--- src/design/sprt_pkg.sv ---
`default_nettype none
package sprt_pkg;

    // verdict codes
    localparam logic [1:0] VERDICT_CONTINUE = 2'd0;
    localparam logic [1:0] VERDICT_UPPER    = 2'd1;
    localparam logic [1:0] VERDICT_LOWER    = 2'd2;

    // configuration register indexes
    localparam logic [2:0] REG_TEST_ENABLED = 3'd0;
    localparam logic [2:0] REG_SCORE_NULL   = 3'd1;
    localparam logic [2:0] REG_SCORE_ALT    = 3'd2;
    localparam logic [2:0] REG_BOUND_LOWER  = 3'd3;
    localparam logic [2:0] REG_BOUND_UPPER  = 3'd4;

    localparam int CFG_DATA_BITS = 32;
    localparam int SCORE_BITS    = 16;
    localparam int RATIO_BITS    = 32;

    // request classification made by the front end
    typedef struct packed {
        logic enabled;   // test was enabled at accept
        logic any_zero;  // some count is zero: ratio forced to 0
    } sprt_flags_t;

    // live configuration handed to the back end
    typedef struct packed {
        logic [SCORE_BITS-1:0]        score_null;
        logic [SCORE_BITS-1:0]        score_alt;
        logic signed [RATIO_BITS-1:0] bound_lower;
        logic signed [RATIO_BITS-1:0] bound_upper;
    } sprt_cfg_t;

endpackage
`default_nettype wire

--- src/design/sprt_front.sv ---
`default_nettype none
module sprt_front
    import sprt_pkg::*;
#(
    parameter int COUNT_BITS = 20
) (
    input  wire logic                     clk,
    input  wire logic                     rst_n,
    input  wire logic                     start,
    input  wire logic                     stall,
    input  wire logic [COUNT_BITS-1:0]    wins,
    input  wire logic [COUNT_BITS-1:0]    draws,
    input  wire logic [COUNT_BITS-1:0]    losses,
    input  wire logic                     cfg_we,
    input  wire logic [2:0]               cfg_index,
    input  wire logic [CFG_DATA_BITS-1:0] cfg_data,
    output logic                          req_valid,
    output logic [3*COUNT_BITS-1:0]       req_counts,
    output sprt_flags_t                   req_flags,
    output sprt_cfg_t                     cfg
);

    logic              enabled_reg;
    sprt_cfg_t         cfg_reg;
    logic              valid_reg;
    logic [3*COUNT_BITS-1:0] counts_reg;
    sprt_flags_t       flags_reg;
    logic              accept;

    assign accept = start && !stall;

    always_ff @(posedge clk or negedge rst_n)
    begin
        if (!rst_n)
        begin
            enabled_reg         <= 1'b0;
            cfg_reg.score_null  <= SCORE_BITS'(32768);
            cfg_reg.score_alt   <= SCORE_BITS'(32768);
            cfg_reg.bound_lower <= '0;
            cfg_reg.bound_upper <= '0;
        end
        else if (cfg_we)
        begin
            case (cfg_index)
                REG_TEST_ENABLED: enabled_reg         <= cfg_data[0];
                REG_SCORE_NULL:   cfg_reg.score_null  <= cfg_data[SCORE_BITS-1:0];
                REG_SCORE_ALT:    cfg_reg.score_alt   <= cfg_data[SCORE_BITS-1:0];
                REG_BOUND_LOWER:  cfg_reg.bound_lower <= cfg_data;
                REG_BOUND_UPPER:  cfg_reg.bound_upper <= cfg_data;
                default: ;
            endcase
        end
    end

    always_ff @(posedge clk or negedge rst_n)
    begin
        if (!rst_n)
            valid_reg <= 1'b0;
        else
            valid_reg <= accept;
    end

    always_ff @(posedge clk)
    begin
        if (accept)
        begin
            counts_reg         <= {wins, draws, losses};
            flags_reg.enabled  <= enabled_reg;
            flags_reg.any_zero <= (wins == '0) || (draws == '0) || (losses == '0);
        end
    end

    assign req_valid  = valid_reg;
    assign req_counts = counts_reg;
    assign req_flags  = flags_reg;
    assign cfg        = cfg_reg;

endmodule
`default_nettype wire

--- config.mk ---
export PLATFORM = sky130hd
export DESIGN_NAME = sprt_front
export DESIGN_NICKNAME = d
export VERILOG_FILES = /design/src/design/sprt_pkg.sv /design/src/design/sprt_front.sv
export SDC_FILE = /design/constraint.sdc
export NUM_CORES = 1
export LEC_CHECK = 0
export ABC_AREA = 1
export BUFFER_PORTS_ARGS = -buffer_cell sky130_fd_sc_hd__buf_2
export CORE_ASPECT_RATIO = 2
export CORE_MARGIN = 2
export CORE_UTILIZATION = 50
export DETAILED_ROUTE_END_ITERATION = 12
export GPL_TIMING_DRIVEN = 0
export PLACE_DENSITY = 0.82
export RECOVER_POWER = 100
export SYNTH_ARGS = -nofsm -noshare
export SYNTH_HDL_FRONTEND = slang
export SYNTH_SLANG_ARGS = --single-unit
--- constraint.sdc ---
create_clock -name clk -period 1.95 [get_ports clk]
set_clock_uncertainty 0.15 [all_clocks]
set_input_delay 0.195 -clock clk [delete_from_list [all_inputs] [get_ports clk]]
set_output_delay 0.195 -clock clk [all_outputs]
set_load 0.03 [all_outputs]
==> reports/metrics.yaml <==
worst_hold_path:
  whs_endpoint: "req_valid"
  min-delay-start: "start"
  holdPathStages: 3
  worstHoldPathType: "in -> reg"
finish:
  drive_gt1_frac: 0.0890
  stdcell_area_um2: 8420
  fill_cells: 773
  nets: 941
  largest_reg_flops: 96
  area_growth_pct: 49.2
pwr:
  internal-power_w: 0.00638
  p_seq_frac: 0.436
  cellLeakagePower_nw: 3.62
  total_power_w: 0.00979
  p_sw_frac: 0.348
  max-vdd-ir-drop_uv: 838
  power_switching_w: 0.00341
  pwr-share-comb: 0.220
  cellPowerDensity_nw_per_um2: 1160
  clockPowerShare: 0.345
critical_path:
  rr_endpoint: "enabled_reg"
  r2r-start: "enabled_reg"
  reg2reg_slack_ps: 560
  crit_start: "stall"
  cp.arrival_ps: 1770
  crit_type: "in -> reg"
  start_kind: "input pin"
  cp-end-kind: "register"
  worst-path-max-fanout: 38
  reg2regPathDepth: 3
  cp.required_ps: 1910
global_routing:
  overflow: 0
  antenna_found_initial: 1
  grt_pass1_wl_mm: 29.5
  grtUsageTotal: 0.321
  grt_pass1_vias: 5664
  grt_start_max_net_pins: 56
timing:
  tightest_slew_ps: 1130
  fin_setup_tns_ps: 0
  slew_headroom: 0.247
  hold_violations: 0
  final-setup-viol-count: 0
  clock.fmax_ghz: 0.551
  rsz0062_at_grt: "false"
  min_period_ps: 1810
  slew_violations: 0
  finalCritPeriodShare: 0.930
die:
  die_area_um2: 12200
  fp-row-count: 54
  die_h_um: 154
  dieWidth_um: 79.1
  initial_core_util: 0.515
  coreArea_um2: 10900
  ios: 259
cts:
  cts_sinks: 160
  cts.repair.resized: 0
  cts-buffers-inserted: 17
  cts_max_level: 4
  clk_pin_slew_worst_paths_ps: 70
  cts.path.max_buffers: 2
  clk_latency_ps: 430
  root_buffer: "clkbuf_16"
  cts_tree: "done"
  holdBufCountCts: 95
  postCtsSetupRepairBufs: 0
yosys:
  synth.area.top_cells: "dfrtp_1 43%, edfxtp_1 33%, o21ai_0 8.0%"
  synth_top_area_frac: 0.426
  synth_area_leader_cell: "dfrtp_1"
  syn_avg_cell_area_um2: 12.1
  yosys_most_used_dff: "dfrtp_1"
  syn-cell-area_um2: 5640
  synth_common_cells: "108 x nand2_1, 96 x dfrtp_1, 90 x o21ai_0"
  ys_ff_latch: 160
  yosysMostFrequentCell: "nand2_1"
  synth_async_sr_flop_share: 0.613
  synth_cells: 467
  ys_types: 19
  ys_seq_area_frac: 0.765
  synth_nets: 567
  yosysWarnings: 0
  synth-edff-count: 62
drt:
  drt_iter0_drc: 396
  via_per_inst: 5.30
  post_drt_wl_per_cell_um: 19.3
  route.detailed.drc: 0
  num_vias: 5271
  routed_wl_mm: 19.2
  dr.pass1.iters: 6
  antenna_left: 0
placement:
  gp_congestion: 0.847
  post-dp-hpwl_mm: 11.5
  io_buffers: 258
  placed_cell_area_um2: 7170
flow_run:
  maxCapViolCount: 0
run_status:
  status: "finished clean"
layout make-up:
type	count	area, um^2	area share
Tap cell	140	175	0.0208
Clock buffer	19	475	0.0565
Inverter	34	128	0.0152
Clock inverter	13	126	0.0150
Timing Repair Buffer	355	2020	0.239
Buffer	18	67.6	0.00802
Antenna cell	1	2.50	0.000297
Multi-Input combinational cell	255	1110	0.132
Sequential cell	160	4320	0.513
kinds of logic after synthesis:
kind of cell	share of synthesized area
flops	0.765
buf+inv	0.0355
compound gates	0.0872
simple gates	0.112
worst max-delay path by stage:
stage                           to  slack, ps
CTS                 req_counts[50]        180
floorplan            req_counts[0]        230
global route        req_counts[50]         40
global placement       enabled_reg       -310
detailed placement  req_counts[55]        290
finish              req_counts[59]        140
critical path, cell delays in order:
cell,delay [ps]
dlygate4sd3_1,530
clkbuf_1,120
nor2_4,590
buf_12,300
cell usage in the layout, fill, tap and decap left out, drive strengths merged:
cell type	netlist	layout
buf	4	38
dfstp	2	2
nand2	108	108
nor3b	1	1
dfrtp	96	96
edfxtp	62	62
nor2	38	38
diode	0	1
o21ai	96	96
inv	34	46
a31oi	1	1
nand3b	2	2
a21oi	1	1
clkinv	0	1
clkbuf	14	259
nand3	6	6
and2	2	2
dlygate4sd3	0	95
metrics by stage:
step	hold slack [ps]	cells	setup WS (ps)	util
CTS	8.92	994	179	0.797
global placement	237	865	-310	0.650
global route	80.5	995	42.7	0.769
detailed placement	74.7	867	286	0.655
finish	51.9	995	136	0.769
floorplan	-251	467	228	-
power by group through the flow:
stage                     logic, W  clock network (W)  registers (W)
after floorplan           0.000343                  0        0.00520
after global placement     0.00204                  0        0.00425
after detailed placement   0.00210                  0        0.00427
after CTS                  0.00226            0.00337        0.00422
after global routing       0.00228            0.00353        0.00430
final                      0.00215            0.00337        0.00427
metal layers:
metal / track usage / wire, um / vias up
met4: 0.128 / 628 / 0
met2: 0.587 / 10300 / 360
met3: 0.0957 / 1790 / 65
li1: - / - / 2296
met1: 0.336 / 6500 / 2550
met5: 0 / 0 / -
No activity file was read; power rests on OpenSTA's default activity.
