`config.mk`:
```
export PLATFORM = sky130hd
export DESIGN_NAME = sprt_fifo
export DESIGN_NICKNAME = d
export VERILOG_FILES = /design/src/design/sprt_pkg.sv /design/src/design/sprt_fifo.sv
export SDC_FILE = /design/constraint.sdc
export NUM_CORES = 1
export LEC_CHECK = 0
export ABC_CLOCK_PERIOD_IN_PS = 4150
export BUFFER_PORTS_ARGS = -buffer_cell sky130_fd_sc_hd__buf_2
export CAP_MARGIN = 10
export CORE_MARGIN = 4
export CORE_UTILIZATION = 30
export CTS_BUF_LIST = sky130_fd_sc_hd__clkbuf_8
export DETAILED_ROUTE_END_ITERATION = 8
export PLACE_DENSITY = 0.61
export SLEW_MARGIN = 40
export SYNTH_ARGS = -nofsm -noshare
export SYNTH_HDL_FRONTEND = slang
export SYNTH_SLANG_ARGS = --single-unit
```
`constraint.sdc`:
```
create_clock -name clk -period 4.15 [get_ports clk]
set_clock_uncertainty 0.2 [all_clocks]
set_input_delay 0.83 -clock clk [delete_from_list [all_inputs] [get_ports clk]]
set_output_delay 0.83 -clock clk [all_outputs]
set_load 0.02 [all_outputs]
```
`src/design/sprt_pkg.sv`:
```
`default_nettype none
package sprt_pkg;

    // verdict codes
    localparam logic [1:0] VERDICT_CONTINUE = 2'd0;
    localparam logic [1:0] VERDICT_UPPER    = 2'd1;
    localparam logic [1:0] VERDICT_LOWER    = 2'd2;

    // configuration register indexes
    localparam logic [2:0] REG_TEST_ENABLED = 3'd0;
    localparam logic [2:0] REG_SCORE_NULL   = 3'd1;
    localparam logic [2:0] REG_SCORE_ALT    = 3'd2;
    localparam logic [2:0] REG_BOUND_LOWER  = 3'd3;
    localparam logic [2:0] REG_BOUND_UPPER  = 3'd4;

    localparam int CFG_DATA_BITS = 32;
    localparam int SCORE_BITS    = 16;
    localparam int RATIO_BITS    = 32;

    // request classification made by the front end
    typedef struct packed {
        logic enabled;   // test was enabled at accept
        logic any_zero;  // some count is zero: ratio forced to 0
    } sprt_flags_t;

    // live configuration handed to the back end
    typedef struct packed {
        logic [SCORE_BITS-1:0]        score_null;
        logic [SCORE_BITS-1:0]        score_alt;
        logic signed [RATIO_BITS-1:0] bound_lower;
        logic signed [RATIO_BITS-1:0] bound_upper;
    } sprt_cfg_t;

endpackage
`default_nettype wire

```
`src/design/sprt_fifo.sv`:
```
`default_nettype none
module sprt_fifo
    import sprt_pkg::*;
#(
    parameter int WIDTH = 62
) (
    input  wire logic             clk,
    input  wire logic             rst_n,
    input  wire logic             push,
    input  wire logic [WIDTH-1:0] push_data,
    input  wire logic             pop,
    output logic                  not_empty,
    output logic                  full,
    output logic [WIDTH-1:0]      pop_data
);

    logic [WIDTH-1:0] mem_reg [0:1];
    logic             wptr_reg;
    logic             rptr_reg;
    logic [1:0]       count_reg;
    logic             do_push;
    logic             do_pop;

    assign not_empty = (count_reg != 2'd0);
    assign full      = (count_reg == 2'd2);
    assign do_pop    = pop && not_empty;
    assign do_push   = push && !full;
    assign pop_data  = mem_reg[rptr_reg];

    always_ff @(posedge clk or negedge rst_n)
    begin
        if (!rst_n)
        begin
            wptr_reg  <= 1'b0;
            rptr_reg  <= 1'b0;
            count_reg <= 2'd0;
        end
        else
        begin
            if (do_push)
                wptr_reg <= !wptr_reg;
            if (do_pop)
                rptr_reg <= !rptr_reg;
            count_reg <= count_reg + 2'(do_push) - 2'(do_pop);
        end
    end

    always_ff @(posedge clk)
    begin
        if (do_push)
            mem_reg[wptr_reg] <= push_data;
    end

endmodule
`default_nettype wire

```
==> metrics.txt, run 1 <==
status completed; RSZ-0062 raised after global routing no; syn_area_per_cell 23.59 µm²; DIE WIDTH 136.8 µm; Achievable Freq 316.1 MHz; Clock power frac 0.218; area grow syn2layout 24.79%; cell-internal power slightly above 3 mW; Root Buffer clkbuf_8; EDFF count, synth approximately 120; sequential power share 0.429; # setup viols final 0; VDD IR-drop max around 0.31 mV; Setup crit end kind output port; Port Buf Inserts 129; n_diodes 0; Rel. slew slack 0.5037; area share of the largest cell type after synthesis 0.7481; CP required 3.12 ns; Syn Nets approximately 280; first-pass GRT wire length about 14000 µm; largest family of logic cells by synthesized area multiplexers; Synth area leaders edfxtp_1, mux2_4, buf_12; final hold vios 0; gr ovfl total 0; Slew @ Worst Pin around 0.74 ns; Starting Density 0.3100; Detailed Route WL 9137 µm; max reg flops 124; Mapped Area between 0.004 and 0.005 mm²; hold_buf cts 1; initial antenna violation count 0; switch share 0.3278; critical path's top delay family flip-flops; Clock transition at path regs about 0.070 ns; slowest cell on the critical path dfrtp_4; P_sw ~1.5 mW; vias in the first global route 2705; mux cell area share after synthesis 0.1848; Crit path buffers/inverters 2; clock tree buffer depth 2; critical-path maximum fanout 32; area of the die 0.01872 mm²; Hold Path Class reg -> reg; CP Launch Type register; First-pass DRT Iterations 4; Worst path max stage delay approximately 0.83 ns; Synth Flop Type edfxtp_1; # fillers between 1500 and 2000; crit share post-route 0.7623; layout cells sized above 1 0.6098; Clk Latency, worst-skew pair 0.42 ns; Tot Pwr between 4 and 5 mW; Antenna Nets Post-Route 0; synth warn 0; most common cell in the synthesized netlist edfxtp_1; ys async rst share 0.03125; register bit total from synthesis around 130; Placeable Area between 0.015 and 0.02 mm²; post-synthesis sequential area ratio 0.7682; Arrival @ worst endpoint roughly 2.1 ns; Final Net Count 424; CTS Buf Count 17; sequential cell area 0.003827 mm²; Die Y between 100 and 150 µm; site row count 46; pwr dens 724.6 mW/mm²; largest net degree at the start of global routing just over 40; Setup CP Type reg -> out; Hold Worst Slack roughly 0.32 ns; post-synthesis simple-gate area fraction 0.007039; WL per Instance 15.62 µm; P_leak between 2 and 2.5 nW; XOR/XNOR share of the synthesized area 0.007039; post-synth cell types 16; post-cts sizing count 0; I/O Pins 130; FF-to-FF setup slack about 2.0 ns; GPL Wtd Cong around 0.64; leading area contributor after synthesis edfxtp_1; post-synthesis adder-cell area fraction 0.005028; setup TNS 0 ns; Max Slew Vio Count 0; most common library cells after synthesis edfxtp_1, mux2_4, buf_12; fin crit period 3.164 ns; CTS tree done; post-synthesis compound-gate area fraction 0; starting DRC count in detailed routing between 80 and 90; Vias/cell roughly 4.1; total track usage 0.1002; area occupied by multi-input gates between 0.001 and 0.0015 mm²; cell breakdown of the critical path buf_12 > mux2_2 > buf_2; slack of the critical path 0.9864 ns; Remaining DRCs 0; Max Cap Viol 0; Post-Syn Instances ~210; Comb power frac 0.353; Max H-tree Level 4; DP Worst Slack 1.384 ns; Vias 2385; CTS sink count 128; Post-CTS Setup Bufs 0; hpwl dp between 6000 and 7000 µm
-- layout by cell type (no fill, tap or decap), drive strengths merged --
cell type	Yosys	final
clkinvlp	0	4
xor2	1	1
and3	1	1
clkbuf	0	17
nand2b	1	1
nand2	1	1
inv	2	4
bufinv	0	2
dfrtp	4	4
or2	1	1
nor2	1	1
and2	1	1
ha	2	2
buf	7	132
mux2	62	62
xnor2	3	3
clkinv	0	7
edfxtp	124	124
dlygate4sd3	0	1
-- metrics by stage --
step	utilization	cells	instance area, µm²
after CTS	0.3868	585	6211
after floorplan	-	211	4980
after detailed placement	0.3636	552	5838
after global routing	0.3868	585	6211
after global placement	0.3623	551	5818
final	0.3868	585	6211
-- layer usage --
metal	track usage	wire length [µm]
met5	0	0
met4	0.03548	67
met3	0.04632	622
met2	0.1758	4886
met1	0.1058	3560
-- final timing paths --
kind	cells after the start	to	startpoint
setup / recovery	3	pop_data[0]	rptr_reg
hold / removal	1	count_reg[0]	count_reg[0]
setup reg to reg	4	mem_reg[0][9]	count_reg[1]
hold reg to reg	1	count_reg[0]	count_reg[0]
max in group asynchronous	2	rptr_reg	rst_n
min in group asynchronous	2	rptr_reg	rst_n
-- power by group through the flow --
| stage | Clock, mW | Sequential, mW | Combinational [mW] |
|---|---|---|---|
| final | 0.983 | 1.93 | 1.59 |
| after global routing | 1.08 | 1.96 | 1.70 |
| after CTS | 1.02 | 1.94 | 1.63 |
| after detailed placement | 0 | 1.97 | 1.62 |
| after global placement | 0 | 1.95 | 1.59 |
| after floorplan | 0 | 1.86 | 1.33 |
-- layout make-up --
type | instances | area share
Clock inverter | 15 | 0.02075
Clock buffer | 17 | 0.03767
Multi-Input combinational cell | 74 | 0.1654
Inverter | 2 | 0.001209
Tap cell | 216 | 0.04351
Sequential cell | 128 | 0.6162
Timing Repair Buffer | 133 | 0.1152
-- cells by family after synthesis --
family | after synthesis
multiplexers | 62
XOR/XNOR | 4
flip-flops | 128
buffers and inverters | 9
AND/OR/NAND/NOR | 6
adder cells (fa/ha/maj) | 2
(Power assumes the default switching activity.)
==> inputs of run 2 (changes only) <==
--- a/config.mk
+++ b/config.mk
@@ -5,14 +5,15 @@
 export SDC_FILE = /design/constraint.sdc
 export NUM_CORES = 1
 export LEC_CHECK = 0
-export ABC_CLOCK_PERIOD_IN_PS = 4150
+export ABC_AREA = 1
+export ABC_CLOCK_PERIOD_IN_PS = 2970
 export BUFFER_PORTS_ARGS = -buffer_cell sky130_fd_sc_hd__buf_2
 export CAP_MARGIN = 10
 export CORE_MARGIN = 4
 export CORE_UTILIZATION = 30
 export CTS_BUF_LIST = sky130_fd_sc_hd__clkbuf_8
 export DETAILED_ROUTE_END_ITERATION = 8
-export PLACE_DENSITY = 0.61
+export PLACE_DENSITY = 0.6
 export SLEW_MARGIN = 40
 export SYNTH_ARGS = -nofsm -noshare
 export SYNTH_HDL_FRONTEND = slang
==> constraint.sdc (replaced) <==
create_clock -name clk -period 2.97 [get_ports clk]
set_clock_uncertainty 0.2 [all_clocks]
set_input_delay 0.594 -clock clk [delete_from_list [all_inputs] [get_ports clk]]
set_output_delay 0.594 -clock clk [all_outputs]
set_load 0.02 [all_outputs]
==> run 2 against run 1 <==
Net effect: core utilization rose by 0.46 points; area after synthesis fell by 3.9%; clock-buffer cell count did not move; flip-flop and latch count did not move; routed wire length rose by 7.9%; first-iteration DRC count rose by 84%; hold slack got worse by 0.18 ns; critical path type unchanged; critical endpoint is now pop_data[9]; highest routed layer is now met5.
==> metrics.txt, run 2 <==
initial antenna violation count 2; status completed; Tot Pwr 6.278 mW; Max H-tree Level 4; Final Net Count 565; first-pass GRT wire length about 15000 µm; First-pass DRT Iterations 4; post-cts sizing count 0; Vias/cell roughly 4.2; syn_area_per_cell around 13 µm²; WL per Instance around 14 µm; critical path's top delay family buffers and inverters; Max Cap Viol 0; fin util 0.3914; most common library cells after synthesis nand2_1, edfxtp_1, inv_1; area grow syn2layout 26.30%; # fillers about 1500; Max Slew Vio Count 0; Synth Flop Type edfxtp_1; critical-path maximum fanout 63; area share of the largest cell type after synthesis 0.7789; n_diodes 0; DIE WIDTH about 130 µm; CTS Buf Count 17; Post-Syn Instances ~360; GPL Wtd Cong between 0.6 and 0.7; pwr dens around 1000 mW/mm²; starting DRC count in detailed routing 164; DP Worst Slack 0.9490 ns; Post-CTS Setup Bufs 0; hpwl dp about 6300 µm; Clock transition at path regs around 0.08 ns; Root Buffer clkbuf_8; cell breakdown of the critical path inv_6 > nand2_1 > nand2_1 > buf_2; Die Y 134.2 µm; CTS tree done; Detailed Route WL 9861 µm; site row count 45; max reg flops approximately 120; ys async rst share 0.03125; clock tree buffer depth 2; Crit path buffers/inverters 2; Antenna Nets Post-Route 0; Setup crit end kind output port; CP most frequent cell nand2_1; Remaining DRCs 0; total track usage 0.1131; gr ovfl total 0; P_leak ~2.6 nW; fin crit period 2.457 ns; Hold Worst Slack about 0.14 ns; post-synthesis sequential area ratio 0.7998; synth warn 0; dpl cells approximately 690; area of the die 0.01802 mm²; layout cells sized above 1 0.3294; CTS sink count roughly 130; Synth area leaders edfxtp_1, nand2_1, dfrtp_1; post-synth cell types 10; leading area contributor after synthesis edfxtp_1; largest net degree at the start of global routing between 60 and 70; commonest non-fill, non-tap cell in the layout nand2_1; I/O Pins 130; Starting Density 0.3099; setup TNS 0 ns; Placed Area about 0.0056 mm²; Clk Latency, worst-skew pair 0.43 ns; register bit total from synthesis 128; # setup viols final 0; commonest cells after routing, fill and taps aside nand2_1, buf_2, edfxtp_1, clkbuf_8, inv_1; slack of the critical path between 0.5 and 0.6 ns; hold_buf cts 1; FF-to-FF setup slack approximately 1.2 ns; Achievable Freq 406.9 MHz; Vias roughly 3000; CP required about 2.2 ns; Syn Nets between 400 and 500; Hold Path Class in -> reg; RSZ-0062 raised after global routing no; Setup CP Type reg -> out; Port Buf Inserts 129; Worst path max stage delay between 0.4 and 0.5 ns; final hold vios 0; EDFF count, synth 124; final instance area roughly 0.0060 mm²; Rel. slew slack 0.6586; Mapped Area approximately 0.0048 mm²; CP Launch Type register; crit share post-route 0.8274; Non-Filler Instances 721; slowest cell on the critical path dfrtp_2; Placeable Area 0.01543 mm²; Arrival @ worst endpoint between 1.5 and 2 ns; vias in the first global route 3155; VDD IR-drop max about 0.42 mV; Slew @ Worst Pin between 0.5 and 0.6 ns; most common cell in the synthesized netlist nand2_1
==> run 2: cell count changes after synthesis, sizes merged <==
cell	previous run	this run
mux2	62	0
and2	1	0
nand3	0	3
nand2	1	199
and3	1	0
or2	1	0
buf	7	13
inv	2	10
nand2b	1	0
xor2	1	0
xnor2	3	0
==> run 2: final cells by class <==
type,instances,area (µm²),area share
Clock inverter,15,168.9,0.02797
Timing Repair Buffer,135,705.7,0.1169
Inverter,10,42.54,0.007045
Clock buffer,17,234.0,0.03875
Tap cell,211,264.0,0.04372
Sequential cell,128,3825,0.6334
Multi-Input combinational cell,205,798.3,0.1322
==> run 2: worst paths after layout <==
path                                  end  cells after the start          start
hold reg to reg                  wptr_reg                      2       wptr_reg
max in group asynchronous        rptr_reg                      2          rst_n
hold / removal             mem_reg[1][19]                      1  push_data[19]
setup / recovery              pop_data[9]                      4       rptr_reg
setup reg to reg            mem_reg[1][9]                      4   count_reg[1]
min in group asynchronous        rptr_reg                      2          rst_n
==> run 2: report_power, final <==
part	switching, mW	leakage [nW]	internal (mW)
Sequential	0.0966	1.20	2.46
Combinational	1.60	1.21	0.610
Clock	0.687	0.193	0.822
==> run 2: kinds of logic after synthesis <==
kind of cell,count (synthesis),synth area share
adders and majority gates,2,0.005233
buffers and inverters,23,0.03481
and+or+nand+nor,203,0.1602
DFF,128,0.7998
==> run 2: metal layers <==
layer | GRT usage | part of all wire | vias to the layer above
li1 | - | - | 1471
met1 | 0.1220 | 0.40 | 1411
met2 | 0.1899 | 0.50 | 98
met3 | 0.06039 | 0.088 | 13
met4 | 0.03903 | 0.013 | 4
met5 | 0 | 0.0024 | -
